$ cat src/rtl/mlt_pkg.sv
package mlt_pkg;

  localparam int MAX_TOKEN_LEN = 32;
  localparam int LEN_W         = 6;
  localparam int KW_BYTES      = 5;
  localparam int KW_W          = 8 * KW_BYTES;
  localparam int NUM_KW        = 4;

  localparam int FIFO_DEPTH = 4;
  localparam int FIFO_AW    = $clog2(FIFO_DEPTH);
  localparam int FIFO_CW    = FIFO_AW + 1;

  localparam logic [2:0] CFG_KW_BEGIN = 3'd0;
  localparam logic [2:0] CFG_KW_END   = 3'd1;
  localparam logic [2:0] CFG_KW_READ  = 3'd2;
  localparam logic [2:0] CFG_KW_WRITE = 3'd3;

  localparam logic [KW_W-1:0] KW_BEGIN_RST = 40'd474214786402;
  localparam logic [KW_W-1:0] KW_END_RST   = 40'd6581861;
  localparam logic [KW_W-1:0] KW_READ_RST  = 40'd1684104562;
  localparam logic [KW_W-1:0] KW_WRITE_RST = 40'd435744764535;

  localparam logic [3:0] TK_IDENT  = 4'd4;
  localparam logic [3:0] TK_INTLIT = 4'd5;
  localparam logic [3:0] TK_LPAREN = 4'd6;
  localparam logic [3:0] TK_RPAREN = 4'd7;
  localparam logic [3:0] TK_SEMI   = 4'd8;
  localparam logic [3:0] TK_COMMA  = 4'd9;
  localparam logic [3:0] TK_ASSIGN = 4'd10;
  localparam logic [3:0] TK_PLUS   = 4'd11;
  localparam logic [3:0] TK_MINUS  = 4'd12;
  localparam logic [3:0] TK_EOF    = 4'd13;
  localparam logic [3:0] TK_ERROR  = 4'd14;

  localparam logic [7:0] CH_UNDER  = 8'h5F;
  localparam logic [7:0] CH_LPAREN = 8'h28;
  localparam logic [7:0] CH_RPAREN = 8'h29;
  localparam logic [7:0] CH_SEMI   = 8'h3B;
  localparam logic [7:0] CH_COMMA  = 8'h2C;
  localparam logic [7:0] CH_PLUS   = 8'h2B;
  localparam logic [7:0] CH_COLON  = 8'h3A;
  localparam logic [7:0] CH_EQUAL  = 8'h3D;
  localparam logic [7:0] CH_MINUS  = 8'h2D;
  localparam logic [7:0] CH_NL     = 8'h0A;

  typedef struct packed {
    logic [3:0]       kind;
    logic [LEN_W-1:0] len;
    logic [7:0]       bad;
    logic             ovf;
    logic             last;
  } tok_t;

  // keyword text stops at its first zero byte
  function automatic logic [KW_W-1:0] kw_text(input logic [KW_W-1:0] k);
    logic [KW_W-1:0] m;
    logic            live;
    m    = '0;
    live = 1'b1;
    for (int i = 0; i < KW_BYTES; i++) begin
      if (k[8*i +: 8] == 8'd0) live = 1'b0;
      if (live) m[8*i +: 8] = k[8*i +: 8];
    end
    return m;
  endfunction

endpackage

$ cat src/rtl/micro_language_tokenizer.sv
// Streaming lexer: one character (or end-of-input mark) is taken per cycle and
// scanned in the same cycle against the current mode; the tokens it produces
// (zero, one or two) go into a 4-word result queue that drains one word per
// cycle while out_stall is low. in_stall rises while more than two words are
// queued, so a stream whose characters yield at most one token each runs at
// one character per cycle while out_stall stays low; a step that yields two
// tokens (a token closed by a delimiter with its own token, or a flush plus
// eof) puts two words into the queue. Keyword registers are stored already
// cut at their first zero byte and may be written only while the block is idle.
module micro_language_tokenizer import mlt_pkg::*; (
  input  logic             clk,
  input  logic             rst_n,
  input  logic             in_valid,
  output logic             in_stall,
  input  logic [7:0]       in_char,
  input  logic             in_end_of_input,
  output logic             out_valid,
  input  logic             out_stall,
  output logic [3:0]       out_token_kind,
  output logic [LEN_W-1:0] out_token_length,
  output logic [7:0]       out_bad_char,
  output logic             out_length_overflow,
  output logic             out_last,
  input  logic             cfg_we,
  input  logic [2:0]       cfg_index,
  input  logic [KW_W-1:0]  cfg_data
);

  typedef enum logic [2:0] {
    MODE_IDLE, MODE_IDENT, MODE_NUMBER, MODE_COLON, MODE_MINUS, MODE_COMMENT
  } mode_t;

  mode_t            mode_r, mode_nxt;
  logic [LEN_W-1:0] run_len_r, run_len_nxt;
  logic [KW_W-1:0]  prefix_r, prefix_nxt;
  logic             run_ovf_r, run_ovf_nxt;
  logic [KW_W-1:0]  kw_r [NUM_KW];

  tok_t               fifo_r [FIFO_DEPTH];
  logic [FIFO_AW-1:0] rd_ptr_r, wr_ptr_r;
  logic [FIFO_CW-1:0] count_r, count_nxt;

  logic in_acc, pop;
  assign in_stall = (count_r > FIFO_CW'(FIFO_DEPTH - 2));
  assign in_acc   = in_valid && !in_stall;
  assign pop      = out_valid && !out_stall;

  function automatic logic is_letter(input logic [7:0] c);
    return (c >= 8'h61 && c <= 8'h7A) || (c >= 8'h41 && c <= 8'h5A);
  endfunction
  function automatic logic is_digit(input logic [7:0] c);
    return c >= 8'h30 && c <= 8'h39;
  endfunction
  function automatic logic is_space(input logic [7:0] c);
    return c == 8'h20 || (c >= 8'd9 && c <= 8'd13);
  endfunction
  function automatic tok_t mk(input logic [3:0] k, input logic [7:0] b);
    tok_t t;
    t      = '0;
    t.kind = k;
    t.bad  = b;
    return t;
  endfunction

  // keyword lookup on the pending identifier; lowest index wins
  logic [3:0] ident_kind;
  always_comb begin
    ident_kind = TK_IDENT;
    if (run_len_r <= LEN_W'(KW_BYTES) && !run_ovf_r) begin
      for (int i = NUM_KW - 1; i >= 0; i--) begin
        if (prefix_r == kw_r[i]) ident_kind = 4'(i);
      end
    end
  end

  // token closing the pending run or operator
  logic flush_v;
  tok_t flush_tok;
  always_comb begin
    flush_v   = 1'b1;
    flush_tok = '0;
    case (mode_r)
      MODE_IDENT: begin
        flush_tok.kind = ident_kind;
        flush_tok.len  = run_len_r;
        flush_tok.ovf  = run_ovf_r;
      end
      MODE_NUMBER: begin
        flush_tok.kind = TK_INTLIT;
        flush_tok.len  = run_len_r;
        flush_tok.ovf  = run_ovf_r;
      end
      MODE_COLON: flush_tok = mk(TK_ERROR, CH_COLON);
      MODE_MINUS: flush_tok = mk(TK_MINUS, 8'd0);
      default:    flush_v = 1'b0;
    endcase
  end

  // character seen between tokens
  logic  idle_v, idle_start;
  tok_t  idle_tok;
  mode_t idle_mode;
  always_comb begin
    idle_v     = 1'b1;
    idle_start = 1'b0;
    idle_mode  = MODE_IDLE;
    idle_tok   = mk(TK_ERROR, in_char);
    if (is_space(in_char)) begin
      idle_v = 1'b0;
    end else if (is_letter(in_char)) begin
      idle_v     = 1'b0;
      idle_start = 1'b1;
      idle_mode  = MODE_IDENT;
    end else if (is_digit(in_char)) begin
      idle_v     = 1'b0;
      idle_start = 1'b1;
      idle_mode  = MODE_NUMBER;
    end else begin
      case (in_char)
        CH_LPAREN: idle_tok = mk(TK_LPAREN, 8'd0);
        CH_RPAREN: idle_tok = mk(TK_RPAREN, 8'd0);
        CH_SEMI:   idle_tok = mk(TK_SEMI, 8'd0);
        CH_COMMA:  idle_tok = mk(TK_COMMA, 8'd0);
        CH_PLUS:   idle_tok = mk(TK_PLUS, 8'd0);
        CH_COLON: begin
          idle_v    = 1'b0;
          idle_mode = MODE_COLON;
        end
        CH_MINUS: begin
          idle_v    = 1'b0;
          idle_mode = MODE_MINUS;
        end
        default: idle_tok = mk(TK_ERROR, in_char);
      endcase
    end
  end

  // one scan step
  logic t0_v, t1_v, do_flush, do_idle, do_append;
  tok_t t0, t1, single;
  always_comb begin
    mode_nxt    = mode_r;
    run_len_nxt = run_len_r;
    prefix_nxt  = prefix_r;
    run_ovf_nxt = run_ovf_r;
    do_flush    = 1'b0;
    do_idle     = 1'b0;
    do_append   = 1'b0;
    single      = '0;
    t0_v        = 1'b0;
    t1_v        = 1'b0;
    t0          = flush_tok;
    t1          = idle_tok;

    if (in_end_of_input) begin
      mode_nxt    = MODE_IDLE;
      run_len_nxt = '0;
      prefix_nxt  = '0;
      run_ovf_nxt = 1'b0;
      t1          = mk(TK_EOF, 8'd0);
      t0_v        = flush_v;
      t1_v        = 1'b1;
    end else begin
      case (mode_r)
        MODE_IDENT: begin
          if (is_letter(in_char) || is_digit(in_char) || in_char == CH_UNDER) do_append = 1'b1;
          else do_flush = 1'b1;
        end
        MODE_NUMBER: begin
          if (is_digit(in_char)) do_append = 1'b1;
          else do_flush = 1'b1;
        end
        MODE_COLON: begin
          if (in_char == CH_EQUAL) begin
            mode_nxt = MODE_IDLE;
            single   = mk(TK_ASSIGN, 8'd0);
            t1_v     = 1'b1;
          end else begin
            do_flush = 1'b1;
          end
        end
        MODE_MINUS: begin
          if (in_char == CH_MINUS) mode_nxt = MODE_COMMENT;
          else do_flush = 1'b1;
        end
        MODE_COMMENT: begin
          if (in_char == CH_NL) mode_nxt = MODE_IDLE;
        end
        default: do_idle = 1'b1;
      endcase

      if (single.kind == TK_ASSIGN) t1 = single;
      if (do_flush || do_idle) begin
        t0_v     = do_flush;
        t1_v     = idle_v;
        mode_nxt = idle_mode;
        if (idle_start) begin
          run_len_nxt = LEN_W'(1);
          prefix_nxt  = {{(KW_W-8){1'b0}}, in_char};
          run_ovf_nxt = 1'b0;
        end
      end
      if (do_append) begin
        if (run_len_r < LEN_W'(MAX_TOKEN_LEN)) begin
          for (int i = 0; i < KW_BYTES; i++) begin
            if (run_len_r == LEN_W'(i)) prefix_nxt[8*i +: 8] = in_char;
          end
          run_len_nxt = run_len_r + LEN_W'(1);
        end else begin
          run_ovf_nxt = 1'b1;
        end
      end
    end
    t0.last = !t1_v;
    t1.last = 1'b1;
  end

  logic [1:0] n_push;
  assign n_push    = in_acc ? (2'(t0_v) + 2'(t1_v)) : 2'd0;
  assign count_nxt = count_r + FIFO_CW'(n_push) - FIFO_CW'(pop);

  always_ff @(posedge clk) begin
    if (!rst_n) begin
      mode_r    <= MODE_IDLE;
      run_len_r <= '0;
      prefix_r  <= '0;
      run_ovf_r <= 1'b0;
      rd_ptr_r  <= '0;
      wr_ptr_r  <= '0;
      count_r   <= '0;
      kw_r[0]   <= KW_BEGIN_RST;
      kw_r[1]   <= KW_END_RST;
      kw_r[2]   <= KW_READ_RST;
      kw_r[3]   <= KW_WRITE_RST;
    end else begin
      if (cfg_we) begin
        case (cfg_index)
          CFG_KW_BEGIN: kw_r[0] <= kw_text(cfg_data);
          CFG_KW_END:   kw_r[1] <= kw_text(cfg_data);
          CFG_KW_READ:  kw_r[2] <= kw_text(cfg_data);
          CFG_KW_WRITE: kw_r[3] <= kw_text(cfg_data);
          default: ;
        endcase
      end
      if (in_acc) begin
        mode_r    <= mode_nxt;
        run_len_r <= run_len_nxt;
        prefix_r  <= prefix_nxt;
        run_ovf_r <= run_ovf_nxt;
        wr_ptr_r  <= wr_ptr_r + FIFO_AW'(n_push);
      end
      if (pop) rd_ptr_r <= rd_ptr_r + FIFO_AW'(1);
      count_r <= count_nxt;
    end
  end

  // result queue payload
  always_ff @(posedge clk) begin
    if (in_acc) begin
      if (t0_v) begin
        fifo_r[wr_ptr_r] <= t0;
        if (t1_v) fifo_r[wr_ptr_r + FIFO_AW'(1)] <= t1;
      end else if (t1_v) begin
        fifo_r[wr_ptr_r] <= t1;
      end
    end
  end

  tok_t head;
  assign head                = fifo_r[rd_ptr_r];
  assign out_valid           = (count_r != '0);
  assign out_token_kind      = head.kind;
  assign out_token_length    = head.len;
  assign out_bad_char        = head.bad;
  assign out_length_overflow = head.ovf;
  assign out_last            = head.last;

  a_count_bound: assert property (@(posedge clk) disable iff (!rst_n)
    count_r <= FIFO_CW'(FIFO_DEPTH))
    else $error("result queue overfilled");

  a_eof_last: assert property (@(posedge clk) disable iff (!rst_n)
    out_valid && out_token_kind == TK_EOF |-> out_last)
    else $error("eof word without last");

  a_len_kind: assert property (@(posedge clk) disable iff (!rst_n)
    out_valid && out_token_length != '0 |-> out_token_kind <= TK_INTLIT)
    else $error("length on non-run token");

  a_eoi_idle: assert property (@(posedge clk) disable iff (!rst_n)
    in_acc && in_end_of_input |=> mode_r == MODE_IDLE && run_len_r == '0)
    else $error("scanner not idle after end of input");

endmodule

$ cat config.mk
export PLATFORM = sky130hd
export DESIGN_NAME = micro_language_tokenizer
export DESIGN_NICKNAME = d
export VERILOG_FILES = /design/src/rtl/mlt_pkg.sv /design/src/rtl/micro_language_tokenizer.sv
export SDC_FILE = /design/constraint.sdc
export NUM_CORES = 1
export LEC_CHECK = 0
export BUFFER_PORTS_ARGS = -buffer_cell sky130_fd_sc_hd__buf_4
export CAP_MARGIN = 30
export CORE_UTILIZATION = 64
export CTS_BUF_LIST = sky130_fd_sc_hd__clkbuf_8 sky130_fd_sc_hd__clkbuf_16
export DETAILED_ROUTE_END_ITERATION = 16
export PLACE_DENSITY = 0.82
export SYNTH_ARGS = -nofsm -noshare
export SYNTH_HDL_FRONTEND = slang
export SYNTH_SLANG_ARGS = --single-unit
$ cat constraint.sdc
create_clock -name clk -period 8.85 [get_ports clk]
set_clock_uncertainty 0.1 [all_clocks]
set_input_delay 0.4425 -clock clk [delete_from_list [all_inputs] [get_ports clk]]
set_output_delay 0.4425 -clock clk [all_outputs]
set_load 0.01 [all_outputs]
==> results.toml <==
[detailed_routing]
drt_iter0_drc = 1098
viasPerCell = 6.46
postRouteAntennaNets = 0
dr.pass1.iters = 5
vias = 10400
drcViolationCount = 0
wl_mm = 37.5
wl_per_cell_um = 23.3

[timing]
tns_ns = 0
grt_setup_unrepaired = "no"
fin_crit_ns = 4.43
slew_headroom_pct = 35.5
clock.fmax_mhz = 226
finalSetupViolCount = 0
maxSlewViolCount = 0
fin_ws_ns = 4.42
hold_viol = 0
finalCritPeriodShare_pct = 50.1
tightestPinTransition_ns = 0.967

[clock_network]
cts_hold_buf = 0
cts_made_buffers = 31
cts_resized = 0
cts.sinks = 299
cts.htree.levels = 1
clockBufferDepth = 3
clock-root-buffer = "clkbuf_16"
cts_tree = "done"
clock_latency_ns = 0.56
post_cts_buffers = 0
cts.clk_slew.worst_paths_ns = 0.06

[final_layout]
layout.nets = 1375
register_area_mm2 = 0.00807
design_area_mm2 = 0.0160
final_cells = 1608
antennaDiodeCount = 0
multi_input_area_mm2 = 0.00584
layout-drive-gt1-share_pct = 14.8
syn_to_final_growth_pct = 12.2
fillers = 1460

[floorplanning]
core-area_mm2 = 0.0219
die_w_um = 151
dieArea_mm2 = 0.0229
die_y_um = 151
io_pins = 79
num_rows = 54
initial_core_util_pct = 65.3

[worst_setup_path]
critPathMaxStageDelay_ns = 0.70
worst-setup-path-type = "flip-flop to flip-flop"
worstPathArrival_ns = 4.52
cp_common_cell = "nand2_1"
startpoint_type = "flip-flop"
crit_chain = "nor2b_1, nand2_1, o221ai_1, a21oi_1, a211o_1, o41ai_2, ha_1, nand4_1, nand2_1"
cp.required_ns = 8.94
endpoint_kind = "flip-flop"
cp_slowest_cell = "o41ai_2"
crit_fanout = 12

[synthesis]
syn_area_per_cell_um2 = 11.2
synth_area_leaders = "edfxtp_1 (44%), dfxtp_1 (13%), xor2_1 (6.9%), nand2_1 (3.6%), xnor2_1 (3.2%)"
synthArstFlopShare_pct = 0
synth_cell_type_count = 64
synth_top_cell_by_area = "edfxtp_1"
yosysTopAreaCellShare_pct = 43.7
ys.flop_type = "edfxtp_1"
syn_nets = 1347
synth_seq_cells = 299
seq_area_frac_synth_pct = 56.4
syn_inst = 1278
synth_edf_count = 208
synth_area_mm2 = 0.0143
synth.yosys.warnings = 0

[placement]
pre_cts_ws_ns = 4.08
gp_congestion = 0.924
port_buffers = 78
place_inst = 1553
dpl_cell_area_mm2 = 0.0150
dp_hpwl_mm = 26.6

[pwr]
internal_power_mw = 2.53
p_comb_share_pct = 13.9
seq_power_share_pct = 48.4
switching_power_mw = 0.849
p_total_mw = 3.38
switching_share_pct = 25.1
clock_power_share_pct = 37.7
p_leak_nw = 6.10
ir_drop_mv = 0.169
p_per_area_mw_per_mm2 = 211

[global_route]
grt_max_degree = 47
grt_pass1_wl_mm = 57.2
gr-usage-all-layers_pct = 33.9
grt_antenna_before_repair = 0
grt-ovfl-total = 0
first_global_vias = 10000

[run]
drv_cap = 0

[run_status]
outcome = "finished clean"

[worst_hold_path]
hold_class = "input pin to flip-flop"
## power groups by stage
| stage | Combinational, mW | Clock, mW | Sequential (mW) |
|---|---|---|---|
| after floorplan | 0.307 | 0 | 1.65 |
| after global placement | 0.453 | 0 | 1.66 |
| after detailed placement | 0.468 | 0 | 1.67 |
| after CTS | 0.470 | 1.28 | 1.64 |
| after global routing | 0.513 | 1.34 | 1.65 |
| final | 0.469 | 1.28 | 1.64 |
## routing by layer
metal  vias up  wire length, um  part of all wire [%]  global-route usage, %
met3       103             3300                   8.8                   4.49
met1      5025            13800                    37                   42.3
li1       4681                -                     -                      -
met5         -                0                     0                      0
met4         0             1780                   4.7                   14.6
met2       582            18600                    50                   58.9
## logic make-up (layout without fill, tap and decap cells)
logic type                 Yosys count  after routing  share of synthesized area, %
AOI/OAI and AO/OA                  175            175                          8.56
buffers and inverters              119            169                          3.18
xor gates and xnor gates           165            165                          10.1
and+or+nand+nor                    486            486                          17.3
DFF                                299            299                          56.4
adders and majority gates           12             12                          1.10
muxes                               22             22                          3.30
## synth_stat cells (3+ instances only)
cell         n
a211o_1      3
a21o_1       5
a21oi_1     15
a22oi_1      3
a31oi_1      4
a32o_1       9
a32oi_1      5
and2_1      27
and3_1      63
buf_2        6
clkbuf_1    95
dfxtp_1     91
edfxtp_1   208
ha_1        11
inv_1       17
mux4_2      20
nand2_1    138
nand2b_1     7
nand3_1     47
nand4_1     23
nor2_1      73
nor2b_1     13
nor3_1      11
nor4_1      39
o21ai_0     59
o21ai_1      4
o22ai_1      9
o2bb2ai_1   28
o31ai_1      4
o32ai_1      8
or2_2       20
or3_1       10
or4_1        3
xnor2_1     52
xor2_1     113
## final timing paths
check / startpoint / end / slack, ns / cells after the start
worst max-delay path: mode_r[1] / fifo_r[0][3] / 4.42 / 9
worst min register to register: fifo_r[1][14] / fifo_r[1][14] / 0.38 / 2
worst max register to register: mode_r[1] / fifo_r[0][3] / 4.42 / 9
worst min-delay path: cfg_data[2] / kw_r[1][2] / 0.07 / 2
## layout by cell type (no fill, tap or decap), types with 5 or more instances in the layout
cell,count
ha_1,11
nor2_1,71
o21ai_0,57
a21oi_1,14
nor3_1,11
o22ai_1,9
buf_4,95
or2_2,20
a32o_1,9
nand3_1,47
and3_1,63
nor4_1,39
clkinv_1,5
mux4_2,20
or3_1,10
nand4_1,23
edfxtp_1,208
nor2b_1,13
dfxtp_1,91
nand2_1,138
and2_1,27
xnor2_1,52
xor2_1,113
a32oi_1,5
o2bb2ai_1,28
inv_1,22
clkbuf_16,31
clkinv_2,5
a21o_1,5
o32ai_1,8
nand2b_1,7
## critical path, delay by kind of cell (launching register included)
family | cells | cell delay, ns
AND/OR/NAND/NOR | 4 | 1.69
AO/OA/AOI/OAI | 4 | 1.38
flip-flops | 1 | 0.45
adder cells (fa/ha/maj) | 1 | 0.43
## metrics by stage
stage               hold WS (ns)  utilization, %
finish                    0.0702            73.3
global route              0.0723            73.3
CTS                       0.0554            73.3
detailed placement         0.365            68.7
global placement           0.348            68.7
floorplan                  0.338               -
## layout make-up
| class | count | share of cell area (%) |
|---|---|---|
| Inverter | 18 | 0.421 |
| Multi-Input combinational cell | 860 | 36.4 |
| Tap cell | 280 | 2.18 |
| Timing Repair Buffer | 96 | 4.48 |
| Clock buffer | 34 | 5.09 |
| Clock inverter | 21 | 1.12 |
| Sequential cell | 299 | 50.3 |
## sequential cells by signal, summed over array words and instances (netlist names), named ones only
register   cells
run_len_r      6
run_ovf_r      1
wr_ptr_r       2
prefix_r      40
kw_r         160
fifo_r        80
rd_ptr_r       2
count_r        3
mode_r         3
Power figures use the tool's default switching activity.
